### config.mk
export PLATFORM = sky130hd
export DESIGN_NAME = pwm_duty_period_meter_flat
export DESIGN_NICKNAME = d
export VERILOG_FILES = /design/src/sv/pdpm_pkg.sv /design/src/sv/pdpm_ifs.sv /design/src/sv/pdpm_front.sv /design/src/sv/pdpm_queue.sv /design/src/sv/pdpm_back.sv /design/src/sv/pwm_duty_period_meter.sv /design/src/flat_wrapper.sv
export SDC_FILE = /design/constraint.sdc
export NUM_CORES = 1
export LEC_CHECK = 0
export BUFFER_PORTS_ARGS = -buffer_cell sky130_fd_sc_hd__buf_2
export CAP_MARGIN = 0
export CORE_MARGIN = 5
export CORE_UTILIZATION = 31
export DETAILED_ROUTE_END_ITERATION = 8
export PLACE_DENSITY = 0.46
export RECOVER_POWER = 25
export SLEW_MARGIN = 40
export SYNTH_ARGS = -nofsm -noshare
export SYNTH_HDL_FRONTEND = slang
export SYNTH_SLANG_ARGS = --single-unit
### constraint.sdc
create_clock -name i_clk -period 29.4 [get_ports i_clk]
set_input_delay 5.88 -clock i_clk [delete_from_list [all_inputs] [get_ports i_clk]]
set_output_delay 5.88 -clock i_clk [all_outputs]
set_load 0.005 [all_outputs]
### src/sv/pdpm_pkg.sv
// Shared types and constants of the PWM duty and period meter.
// No dependencies; every other file of the block uses this package.
`timescale 1ns / 1ps

package pdpm_pkg;

    // Field widths fixed by the item formats
    localparam int REQ_W    = 2;
    localparam int STATUS_W = 2;
    localparam int SUM_W    = 25;
    localparam int CLK_W    = 27;
    localparam int DUTY_W   = 15;

    // Parameter defaults
    localparam int STAMP_BITS_DEF = 24;
    localparam int INTERVALS_DEF  = 2;

    localparam logic [SUM_W-1:0]  SUM_MAX     = {SUM_W{1'b1}};
    localparam logic [DUTY_W-1:0] DUTY_FULL   = 15'd25600;
    localparam logic [CLK_W-1:0]  CLOCK_RESET = 27'd120000000;

    // Request codes
    localparam logic [REQ_W-1:0] REQ_START   = 2'd0;
    localparam logic [REQ_W-1:0] REQ_EDGE    = 2'd1;
    localparam logic [REQ_W-1:0] REQ_TIMEOUT = 2'd2;

    // Result status codes
    localparam logic [STATUS_W-1:0] ST_MEASURED = 2'd0;
    localparam logic [STATUS_W-1:0] ST_TO_HIGH  = 2'd1;
    localparam logic [STATUS_W-1:0] ST_TO_LOW   = 2'd2;

    // One pending result, handed from the front end to the divider
    typedef struct packed {
        logic [STATUS_W-1:0] status;
        logic [SUM_W-1:0]    high_ticks;
        logic [SUM_W-1:0]    low_ticks;
        logic [SUM_W-1:0]    period_ticks;
    } t_job;

endpackage

### src/sv/pdpm_ifs.sv
// Request and result channel interfaces of the PWM duty and period meter.
// Depends on pdpm_pkg for the field widths.
`timescale 1ns / 1ps

interface pdpm_req_if #(
    parameter int STAMP_BITS = pdpm_pkg::STAMP_BITS_DEF
);
    logic                        valid;
    logic                        ready;
    logic [pdpm_pkg::REQ_W-1:0]  req_type;
    logic [STAMP_BITS-1:0]       stamp;
    logic                        pin_level;

    modport source (output valid, req_type, stamp, pin_level, input ready);
    modport sink   (input valid, req_type, stamp, pin_level, output ready);
endinterface

interface pdpm_res_if;
    logic                           valid;
    logic                           ready;
    logic [pdpm_pkg::STATUS_W-1:0]  status;
    logic [pdpm_pkg::SUM_W-1:0]     high_ticks;
    logic [pdpm_pkg::SUM_W-1:0]     low_ticks;
    logic [pdpm_pkg::SUM_W-1:0]     period_ticks;
    logic [pdpm_pkg::CLK_W-1:0]     freq_hz;
    logic [pdpm_pkg::DUTY_W-1:0]    duty_pct_q8;

    modport source (output valid, status, high_ticks, low_ticks, period_ticks,
                    freq_hz, duty_pct_q8, input ready);
    modport sink   (input valid, status, high_ticks, low_ticks, period_ticks,
                    freq_hz, duty_pct_q8, output ready);
endinterface

### src/sv/pdpm_front.sv
// Front end: accepts requests, tracks level, reference and the tick sums,
// and pushes a job for every finished measurement or timeout. Uses pdpm_pkg.
`timescale 1ns / 1ps

module pdpm_front #(
    parameter int STAMP_BITS = pdpm_pkg::STAMP_BITS_DEF,
    parameter int INTERVALS  = pdpm_pkg::INTERVALS_DEF
) (
    input  logic                  i_clk,
    input  logic                  i_rst_n,
    pdpm_req_if.sink              i_req,
    output logic                  o_push_valid,
    input  logic                  i_push_ready,
    output pdpm_pkg::t_job        o_push_data
);
    localparam int SUM_W = pdpm_pkg::SUM_W;
    localparam int ADD_W = ((STAMP_BITS > SUM_W) ? STAMP_BITS : SUM_W) + 1;
    localparam int CNT_W = $clog2(INTERVALS + 1);

    logic                  r_measuring, n_measuring;
    logic                  r_have_ref, n_have_ref;
    logic                  r_level, n_level;
    logic [STAMP_BITS-1:0] r_last, n_last;
    logic [SUM_W-1:0]      r_high, n_high;
    logic [SUM_W-1:0]      r_low, n_low;
    logic [CNT_W-1:0]      r_cnt, n_cnt;

    logic                  w_accept;
    logic [STAMP_BITS-1:0] w_delta;
    logic [ADD_W-1:0]      w_acc_in;
    logic [ADD_W-1:0]      w_acc_sum;
    logic [SUM_W-1:0]      w_acc_sat;
    logic [SUM_W:0]        w_per_sum;
    logic [SUM_W-1:0]      w_per_sat;
    logic [CNT_W-1:0]      w_cnt_inc;

    assign i_req.ready = i_push_ready;
    assign w_accept    = i_req.valid && i_push_ready;

    assign w_delta   = i_req.stamp - r_last;
    // saturating add of the interval into the sum chosen by the level
    assign w_acc_in  = r_level ? ADD_W'(r_high) : ADD_W'(r_low);
    assign w_acc_sum = w_acc_in + ADD_W'(w_delta);
    assign w_acc_sat = (w_acc_sum > ADD_W'(pdpm_pkg::SUM_MAX)) ?
                       pdpm_pkg::SUM_MAX : w_acc_sum[SUM_W-1:0];
    assign w_cnt_inc = r_cnt + CNT_W'(1);

    always_comb begin
        n_measuring  = r_measuring;
        n_have_ref   = r_have_ref;
        n_level      = r_level;
        n_last       = r_last;
        n_high       = r_high;
        n_low        = r_low;
        n_cnt        = r_cnt;
        o_push_valid = 1'b0;
        o_push_data.status       = pdpm_pkg::ST_MEASURED;
        if (w_accept) begin
            if (i_req.req_type == pdpm_pkg::REQ_START) begin
                n_measuring = 1'b1;
                n_have_ref  = 1'b0;
                n_level     = i_req.pin_level;
                n_last      = '0;
                n_high      = '0;
                n_low       = '0;
                n_cnt       = '0;
            end else if (r_measuring && i_req.req_type == pdpm_pkg::REQ_TIMEOUT) begin
                n_measuring  = 1'b0;
                o_push_valid = 1'b1;
                o_push_data.status = r_level ? pdpm_pkg::ST_TO_HIGH : pdpm_pkg::ST_TO_LOW;
            end else if (r_measuring && i_req.req_type == pdpm_pkg::REQ_EDGE) begin
                n_level = !r_level;
                n_last  = i_req.stamp;
                if (!r_have_ref) begin
                    n_have_ref = 1'b1;
                end else if (r_last > i_req.stamp) begin
                    // timer wrapped: drop the reference, take it again next edge
                    n_have_ref = 1'b0;
                end else begin
                    if (r_level) begin
                        n_high = w_acc_sat;
                    end else begin
                        n_low = w_acc_sat;
                    end
                    n_cnt = w_cnt_inc;
                    if (w_cnt_inc == CNT_W'(INTERVALS)) begin
                        n_measuring  = 1'b0;
                        o_push_valid = 1'b1;
                    end
                end
            end
        end
        w_per_sum = {1'b0, n_high} + {1'b0, n_low};
        w_per_sat = w_per_sum[SUM_W] ? pdpm_pkg::SUM_MAX : w_per_sum[SUM_W-1:0];
        o_push_data.high_ticks   = n_high;
        o_push_data.low_ticks    = n_low;
        o_push_data.period_ticks = (o_push_data.status == pdpm_pkg::ST_MEASURED) ?
                                   w_per_sat : '0;
    end

    always_ff @(posedge i_clk) begin
        if (!i_rst_n) begin
            r_measuring <= 1'b0;
            r_have_ref  <= 1'b0;
            r_level     <= 1'b0;
            r_last      <= '0;
            r_high      <= '0;
            r_low       <= '0;
            r_cnt       <= '0;
        end else begin
            r_measuring <= n_measuring;
            r_have_ref  <= n_have_ref;
            r_level     <= n_level;
            r_last      <= n_last;
            r_high      <= n_high;
            r_low       <= n_low;
            r_cnt       <= n_cnt;
        end
    end

endmodule

### src/sv/pdpm_queue.sv
// Two-entry job queue between the front end and the divider back end.
// Uses pdpm_pkg for the job type.
`timescale 1ns / 1ps

module pdpm_queue (
    input  logic            i_clk,
    input  logic            i_rst_n,
    input  logic            i_push_valid,
    output logic            o_push_ready,
    input  pdpm_pkg::t_job  i_push_data,
    output logic            o_pop_valid,
    input  logic            i_pop_ready,
    output pdpm_pkg::t_job  o_pop_data
);
    localparam int DEPTH = 2;
    localparam int PTR_W = $clog2(DEPTH);

    pdpm_pkg::t_job   r_mem [DEPTH];
    logic [PTR_W-1:0] r_wr_ptr;
    logic [PTR_W-1:0] r_rd_ptr;
    logic [PTR_W:0]   r_count;
    logic             w_push;
    logic             w_pop;

    assign o_push_ready = (r_count != (PTR_W+1)'(DEPTH));
    assign o_pop_valid  = (r_count != '0);
    assign o_pop_data   = r_mem[r_rd_ptr];
    assign w_push       = i_push_valid && o_push_ready;
    assign w_pop        = o_pop_valid && i_pop_ready;

    always_ff @(posedge i_clk) begin
        if (w_push) begin
            r_mem[r_wr_ptr] <= i_push_data;
        end
    end

    always_ff @(posedge i_clk) begin
        if (!i_rst_n) begin
            r_wr_ptr <= '0;
            r_rd_ptr <= '0;
            r_count  <= '0;
        end else begin
            if (w_push) begin
                r_wr_ptr <= r_wr_ptr + PTR_W'(1);
            end
            if (w_pop) begin
                r_rd_ptr <= r_rd_ptr + PTR_W'(1);
            end
            if (w_push && !w_pop) begin
                r_count <= r_count + (PTR_W+1)'(1);
            end else if (w_pop && !w_push) begin
                r_count <= r_count - (PTR_W+1)'(1);
            end
        end
    end

endmodule

### src/sv/pdpm_back.sv
// Back end: takes a job, works out frequency and duty with two bit-serial
// dividers running side by side, and holds the result. Uses pdpm_pkg.
`timescale 1ns / 1ps

module pdpm_back (
    input  logic                          i_clk,
    input  logic                          i_rst_n,
    input  logic [pdpm_pkg::CLK_W-1:0]    i_clock_hz,
    input  logic                          i_pop_valid,
    output logic                          o_pop_ready,
    input  pdpm_pkg::t_job                i_pop_data,
    pdpm_res_if.source                    o_res
);
    localparam int SUM_W  = pdpm_pkg::SUM_W;
    localparam int CLK_W  = pdpm_pkg::CLK_W;
    localparam int DUTY_W = pdpm_pkg::DUTY_W;
    localparam int PROD_W = SUM_W + DUTY_W;
    localparam int STEP_W = $clog2(CLK_W);

    typedef enum logic [1:0] {S_IDLE, S_MUL, S_LOAD, S_DIV} t_state;

    t_state              r_state;
    pdpm_pkg::t_job      r_job;
    logic [PROD_W-1:0]   r_prod;
    logic [SUM_W-1:0]    r_frem;
    logic [CLK_W-1:0]    r_fq;
    logic [SUM_W-1:0]    r_drem;
    logic [DUTY_W-1:0]   r_dq;
    logic [STEP_W-1:0]   r_step;
    logic                r_valid;

    logic [SUM_W:0]      w_frem_sh;
    logic                w_fge;
    logic [SUM_W:0]      w_frem_nx;
    logic [SUM_W:0]      w_drem_sh;
    logic                w_dge;
    logic [SUM_W:0]      w_drem_nx;
    logic [SUM_W:0]      w_per_ext;

    assign o_pop_ready = (r_state == S_IDLE) && !r_valid;
    assign o_res.valid = r_valid;

    // restoring division steps, one quotient bit per cycle each
    assign w_per_ext = {1'b0, r_job.period_ticks};
    assign w_frem_sh = {r_frem, r_fq[CLK_W-1]};
    assign w_fge     = (w_frem_sh >= w_per_ext);
    assign w_frem_nx = w_fge ? (w_frem_sh - w_per_ext) : w_frem_sh;
    assign w_drem_sh = {r_drem, r_dq[DUTY_W-1]};
    assign w_dge     = (w_drem_sh >= w_per_ext);
    assign w_drem_nx = w_dge ? (w_drem_sh - w_per_ext) : w_drem_sh;

    always_ff @(posedge i_clk) begin
        if (!i_rst_n) begin
            r_state <= S_IDLE;
            r_valid <= 1'b0;
        end else begin
            if (r_valid && o_res.ready) begin
                r_valid <= 1'b0;
            end
            unique case (r_state)
                S_IDLE: begin
                    if (i_pop_valid && o_pop_ready) begin
                        r_job   <= i_pop_data;
                        r_state <= S_MUL;
                    end
                end
                S_MUL: begin
                    r_prod  <= r_job.high_ticks * pdpm_pkg::DUTY_FULL;
                    r_state <= S_LOAD;
                end
                S_LOAD: begin
                    // high*25600 >> 15 is below the period, so the duty
                    // quotient only needs the low DUTY_W numerator bits
                    r_drem <= r_prod[PROD_W-1:DUTY_W];
                    r_dq   <= r_prod[DUTY_W-1:0];
                    r_frem <= '0;
                    r_fq   <= i_clock_hz;
                    r_step <= '0;
                    if (r_job.period_ticks == '0) begin
                        o_res.status       <= r_job.status;
                        o_res.high_ticks   <= r_job.high_ticks;
                        o_res.low_ticks    <= r_job.low_ticks;
                        o_res.period_ticks <= '0;
                        o_res.freq_hz      <= '0;
                        o_res.duty_pct_q8  <= (r_job.status == pdpm_pkg::ST_TO_HIGH) ?
                                              pdpm_pkg::DUTY_FULL : '0;
                        r_valid            <= 1'b1;
                        r_state            <= S_IDLE;
                    end else begin
                        r_state <= S_DIV;
                    end
                end
                S_DIV: begin
                    r_frem <= w_frem_nx[SUM_W-1:0];
                    r_fq   <= {r_fq[CLK_W-2:0], w_fge};
                    if (r_step < STEP_W'(DUTY_W)) begin
                        r_drem <= w_drem_nx[SUM_W-1:0];
                        r_dq   <= {r_dq[DUTY_W-2:0], w_dge};
                    end
                    r_step <= r_step + STEP_W'(1);
                    if (r_step == STEP_W'(CLK_W - 1)) begin
                        o_res.status       <= r_job.status;
                        o_res.high_ticks   <= r_job.high_ticks;
                        o_res.low_ticks    <= r_job.low_ticks;
                        o_res.period_ticks <= r_job.period_ticks;
                        o_res.freq_hz      <= {r_fq[CLK_W-2:0], w_fge};
                        o_res.duty_pct_q8  <= r_dq;
                        r_valid            <= 1'b1;
                        r_state            <= S_IDLE;
                    end
                end
                default: begin
                    r_state <= S_IDLE;
                end
            endcase
        end
    end

endmodule

### src/sv/pwm_duty_period_meter.sv
// Top level of the PWM duty and period meter: clock rate register, front
// end, job queue and divider back end. Uses pdpm_pkg and pdpm_ifs.
//
// Usage
//   i_req carries requests: start (clears sums, latches pin level, arms),
//   edge (capture stamp of one pin edge) and timeout. o_res carries one
//   result per finished measurement (after INTERVALS intervals) or per
//   timeout while armed. i_cfg_we/i_cfg_data write the timer rate clock_hz.
//   A request is taken in the cycle it is offered whenever the two-entry
//   job queue has room; while the queue is full every request waits,
//   result or not. A measured result passes the queue, the multiply,
//   the load and 27 divider steps, the last of which also loads the
//   output register; a timeout or zero-period result is loaded by the
//   load step instead. The 27-step bit-serial frequency divider sets the
//   rate: the back end takes no new job until the last result is taken.
//   A stalled receiver holds the result in the output register; the queue
//   then absorbs up to two more results before i_req.ready drops.
//   Synchronous reset disarms the meter, empties the queue, drops any
//   pending result and sets clock_hz to 120000000.
`timescale 1ns / 1ps

module pwm_duty_period_meter #(
    parameter int STAMP_BITS = pdpm_pkg::STAMP_BITS_DEF,
    parameter int INTERVALS  = pdpm_pkg::INTERVALS_DEF
) (
    input  logic                        i_clk,
    input  logic                        i_rst_n,
    input  logic                        i_cfg_we,
    input  logic [pdpm_pkg::CLK_W-1:0]  i_cfg_data,
    pdpm_req_if.sink                    i_req,
    pdpm_res_if.source                  o_res
);
    logic [pdpm_pkg::CLK_W-1:0] r_clock_hz;

    logic           w_push_valid;
    logic           w_push_ready;
    pdpm_pkg::t_job w_push_data;
    logic           w_pop_valid;
    logic           w_pop_ready;
    pdpm_pkg::t_job w_pop_data;

    always_ff @(posedge i_clk) begin
        if (!i_rst_n) begin
            r_clock_hz <= pdpm_pkg::CLOCK_RESET;
        end else if (i_cfg_we) begin
            r_clock_hz <= i_cfg_data;
        end
    end

    pdpm_front #(
        .STAMP_BITS (STAMP_BITS),
        .INTERVALS  (INTERVALS)
    ) u_front (
        .i_clk        (i_clk),
        .i_rst_n      (i_rst_n),
        .i_req        (i_req),
        .o_push_valid (w_push_valid),
        .i_push_ready (w_push_ready),
        .o_push_data  (w_push_data)
    );

    pdpm_queue u_queue (
        .i_clk        (i_clk),
        .i_rst_n      (i_rst_n),
        .i_push_valid (w_push_valid),
        .o_push_ready (w_push_ready),
        .i_push_data  (w_push_data),
        .o_pop_valid  (w_pop_valid),
        .i_pop_ready  (w_pop_ready),
        .o_pop_data   (w_pop_data)
    );

    pdpm_back u_back (
        .i_clk       (i_clk),
        .i_rst_n     (i_rst_n),
        .i_clock_hz  (r_clock_hz),
        .i_pop_valid (w_pop_valid),
        .o_pop_ready (w_pop_ready),
        .i_pop_data  (w_pop_data),
        .o_res       (o_res)
    );

endmodule

### src/flat_wrapper.sv
// flat-port wrapper written by rule: the top's interface ports become plain ports
module pwm_duty_period_meter_flat 
#(
    parameter int STAMP_BITS = pdpm_pkg::STAMP_BITS_DEF,
    parameter int INTERVALS  = pdpm_pkg::INTERVALS_DEF
)
  (i_clk, i_rst_n, i_cfg_we, i_cfg_data, i_req_valid, i_req_req_type, i_req_stamp, i_req_pin_level, i_req_ready, o_res_valid, o_res_status, o_res_high_ticks, o_res_low_ticks, o_res_period_ticks, o_res_freq_hz, o_res_duty_pct_q8, o_res_ready);
  pdpm_req_if #(.STAMP_BITS(STAMP_BITS)) i_req_i ();
  pdpm_res_if o_res_i ();
  input  logic i_clk;
  input  logic i_rst_n;
  input  logic i_cfg_we;
  input  logic [pdpm_pkg::CLK_W-1:0] i_cfg_data;
  input wire logic [$bits(i_req_i.valid)-1:0] i_req_valid;
  input wire logic [$bits(i_req_i.req_type)-1:0] i_req_req_type;
  input wire logic [$bits(i_req_i.stamp)-1:0] i_req_stamp;
  input wire logic [$bits(i_req_i.pin_level)-1:0] i_req_pin_level;
  output wire logic [$bits(i_req_i.ready)-1:0] i_req_ready;
  output wire logic [$bits(o_res_i.valid)-1:0] o_res_valid;
  output wire logic [$bits(o_res_i.status)-1:0] o_res_status;
  output wire logic [$bits(o_res_i.high_ticks)-1:0] o_res_high_ticks;
  output wire logic [$bits(o_res_i.low_ticks)-1:0] o_res_low_ticks;
  output wire logic [$bits(o_res_i.period_ticks)-1:0] o_res_period_ticks;
  output wire logic [$bits(o_res_i.freq_hz)-1:0] o_res_freq_hz;
  output wire logic [$bits(o_res_i.duty_pct_q8)-1:0] o_res_duty_pct_q8;
  input wire logic [$bits(o_res_i.ready)-1:0] o_res_ready;
  assign i_req_i.valid = i_req_valid;
  assign i_req_i.req_type = i_req_req_type;
  assign i_req_i.stamp = i_req_stamp;
  assign i_req_i.pin_level = i_req_pin_level;
  assign i_req_ready = i_req_i.ready;
  assign o_res_valid = o_res_i.valid;
  assign o_res_status = o_res_i.status;
  assign o_res_high_ticks = o_res_i.high_ticks;
  assign o_res_low_ticks = o_res_i.low_ticks;
  assign o_res_period_ticks = o_res_i.period_ticks;
  assign o_res_freq_hz = o_res_i.freq_hz;
  assign o_res_duty_pct_q8 = o_res_i.duty_pct_q8;
  assign o_res_i.ready = o_res_ready;
  pwm_duty_period_meter #(.STAMP_BITS(STAMP_BITS), .INTERVALS(INTERVALS)) u_core (.i_clk(i_clk), .i_rst_n(i_rst_n), .i_cfg_we(i_cfg_we), .i_cfg_data(i_cfg_data), .i_req(i_req_i), .o_res(o_res_i));
endmodule
==> metrics.txt <==
status finished with violations; failing checks max-capacitance violations, max-slew violations; reg2reg start u_core.u_front.r_last[1]$_SDFFE_PN0P_; Clk pwr share 35.4%; Buffers on Ports roughly 180; first-pass GRT wire length between 100000 and 150000 um; Hold Vio Cnt, Final 0; R2R cell count 32; flops & latches, synth 590; Setup crit start kind primary input; Synth Flop Type edfxtp_1; Post-CTS Resized 0; post-route clock period utilization 42.8%; P_int around 0.0018 W; Peak VDD IR 0.0415 mV; CORE AREA 98100 um^2; max-slew violation count approximately 220; flop2flop setup slack approximately 22 ns; Worst Min Path Start u_core.u_back.r_job[48]$_DFFE_PP_; H-tree depth 3; Worst EP required around 30 ns; Cells after Synth approximately 2600; worst slack at placement approximately 16 ns; grt total ovfl 0; Reg power frac between 40% and 50%; FP Rows about 120; Sequential Area approximately 17000 um^2; share of layout cells above drive strength 1 14.2%; Post-synth EDFFs 477; yosys warns 0; detailed-route vias per instance between 4 and 5; Post-CTS Hold Fix Bufs 0; num ports 180; Post-DP HPWL between 50000 and 60000 um; vias in the first global route ~21000; hold path cells 0; Max Clock Freq approximately 80 MHz; Die ar. between 100000 and 150000 um^2; Comb pwr share between 20% and 30%; Placed Area around 33000 um^2; Pre-antenna DRT Iters 5; Clock Path Buffers 3; number of fill cells in the layout between 9000 and 10000; Hold Path Class reg -> reg; DR WL/cell approximately 19 um; sw frac 29.7%; Yosys top cell area share a little under half; Seq/Total Area, Yosys 54.2%; Final #Nets just over 3000; GR Util All Layers between 10% and 20%; initial antenna violation count 0; Worst setup EP type register; final setup TNS 0 ns; TritonCTS clock tree done; final instance area ~35000 um^2; via count roughly 21000; asr flop ratio synth 0%; CP Launch Point i_req_stamp[0]; Tmin final about 13 ns; largest net degree at the start of global routing 71; post-synth top area cell edfxtp_1; drt total wl 78500 um; Leakage about 14 nW; Worst slew margin -92.6%; max cap viols 4; initial core utilization around 31%; Clk Latency, worst-skew pair a little over 0.6 ns; worst slew pin tran about 2.9 ns; Unique masters post-synth between 70 and 80; sw power around 0.00076 W; Synth area leaders edfxtp_1 (47%), ha_1 (8.5%), dfxtp_1 (7.4%); Syn Nets around 2900; r2r endpoint u_core.u_queue.r_mem[0][7]$_DFFE_PP_; area delta synth->final 15.7%; footprint of the multi-input gates roughly 13000 um^2; Final ANT Viol Nets 0; Hold EP u_core.u_back.o_res.low_ticks[23]$_DFFE_PP_; postcts setup bufs 0; Post-Syn Area slightly above 30000 um^2; placer congestion estimate 0.855; Clock transition at path regs 0.06 ns; WS Path Type in -> reg; pwr dens 71.9 nW/um^2; syn_area_per_cell about 12 um^2; drt initial violations between 1000 and 1500; Antenna Cells 0; Post-route DRC 0; TritonCTS Buffers slightly above 70; CP peak stage delay 0.45 ns; Root Driver clkbuf_16; # clock sinks between 500 and 600; setup ws final roughly 17 ns; Setup Skew 0.0222 ns; Setup violations, final 0; Die Y ~320 um; Slowest cell on crit path a311oi_1; Power Total between 0.002 and 0.003 W; Worst Path Max Fanout 23; Worst EP arrival around 13 ns; Die Wd 324 um; RSZ-0062 raised after global routing no
## synthesized netlist by cell type (all sizes together), types with 36 or more instances
library cell,number
a21o,95
clkbuf,59
nor2,188
o21ai,157
mux2i,70
buf,36
edfxtp,477
xnor2,75
inv,200
nand2,145
dfxtp,113
a21oi,143
mux2,103
nand3,78
xor2,42
ha,207
and3,58
## worst max path at each step
| stage | slack [ns] | to |
|---|---|---|
| finish | 16.83 | u_core.u_queue.r_mem[0][7]$_DFFE_PP_ |
| detailed placement | 16.31 | u_core.u_queue.r_mem[1][4]$_DFFE_PP_ |
| global route | 16.31 | u_core.u_queue.r_mem[1][4]$_DFFE_PP_ |
| global placement | 16.42 | u_core.u_queue.r_mem[0][0]$_DFFE_PP_ |
| CTS | 16.93 | u_core.u_queue.r_mem[1][4]$_DFFE_PP_ |
| floorplan | 13.53 | u_core.u_back.o_res.valid$_SDFF_PN0_ |
## through the flow
step                hold slack, ns  utilization [%]  std cells
global route                 0.416             36.1       4155
finish                       0.414             36.1       4155
floorplan                    0.400                -       2622
global placement             0.408             33.6       4022
CTS                          0.415             36.1       4155
detailed placement           0.406             33.7       4025
## sequential cells by signal, summed over array words and instances, names as in the netlist, 5 cells and up
name and count:
u_core.u_back.r_fq 27, u_core.u_front.r_high 25, u_core.u_back.o_res.period_ticks 25, u_core.u_back.r_job 77, u_core.u_front.r_low 25, u_core.u_back.r_drem 25, u_core.u_back.r_prod 30, u_core.u_queue.r_mem 154
u_core.u_back.r_dq 15, u_core.u_back.r_step 5, u_core.r_clock_hz 27, u_core.u_back.o_res.duty_pct_q8 15, u_core.u_back.o_res.freq_hz 27, u_core.u_back.o_res.low_ticks 25, u_core.u_front.r_last 24, u_core.u_back.r_frem 25
u_core.u_back.o_res.high_ticks 25
## cell type report
class / instances / share of cell area (%)
flip-flops and latches: 590 / 46.8
inverters: 200 / 2.12
repair buffers: 211 / 3.24
clock buffers: 88 / 5.37
clock inverters: 42 / 1.41
multi-input cells: 1737 / 36.5
well taps: 1287 / 4.55
## layout by cell type (no fill, tap or decap), drive strengths merged, types with 21 or more instances in the layout
master	count
a211oi	24
a21o	95
a21oi	143
a22oi	25
and3	58
buf	207
clkbuf	92
clkinv	28
dfxtp	113
edfxtp	477
fa	25
ha	207
inv	204
mux2	103
mux2i	70
nand2	145
nand3	78
nor2	188
nor3	22
o21ai	157
o21bai	21
o2bb2ai	25
xnor2	75
xor2	42
## critical path: cells and delay by family
kind | cells | cell delay, ns
and+or+nand+nor | 4 | 0.53
buffers and inverters | 4 | 0.64
adders and majority gates | 4 | 1.46
AOI/OAI and AO/OA | 20 | 4.36
## layer usage
layer / vias to the layer above / GRT usage, % / part of all wire [%]
met3: 131 / 2.46 / 3.8
met1: 9996 / 18.9 / 44
met4: 0 / 4.32 / 2.8
met5: - / 0 / 0
li1: 10050 / - / -
met2: 437 / 25.4 / 49
## kinds of logic (layout without fill, tap and decap cells)
family | Yosys count | count (layout) | synth area share, %
flip-flops | 590 | 590 | 54.2
multiplexers | 173 | 173 | 6.08
AND/OR/NAND/NOR | 607 | 607 | 9.48
AO/OA/AOI/OAI | 608 | 608 | 13.1
XOR/XNOR | 117 | 117 | 3.35
adder cells (fa/ha/maj) | 232 | 232 | 10.1
buffers and inverters | 295 | 541 | 3.72
## power by group through the flow
| stage | Sequential, W | Clock, W | Combinational, W |
|---|---|---|---|
| detailed placement | 0.00105 | 0 | 0.000618 |
| global placement | 0.00105 | 0 | 0.000611 |
| finish | 0.00103 | 0.000902 | 0.000612 |
| global route | 0.00104 | 0.000964 | 0.000693 |
| CTS | 0.00103 | 0.000930 | 0.000623 |
| floorplan | 0.00103 | 0 | 0.000471 |
Note: power is estimated with default switching activity, not from simulation.
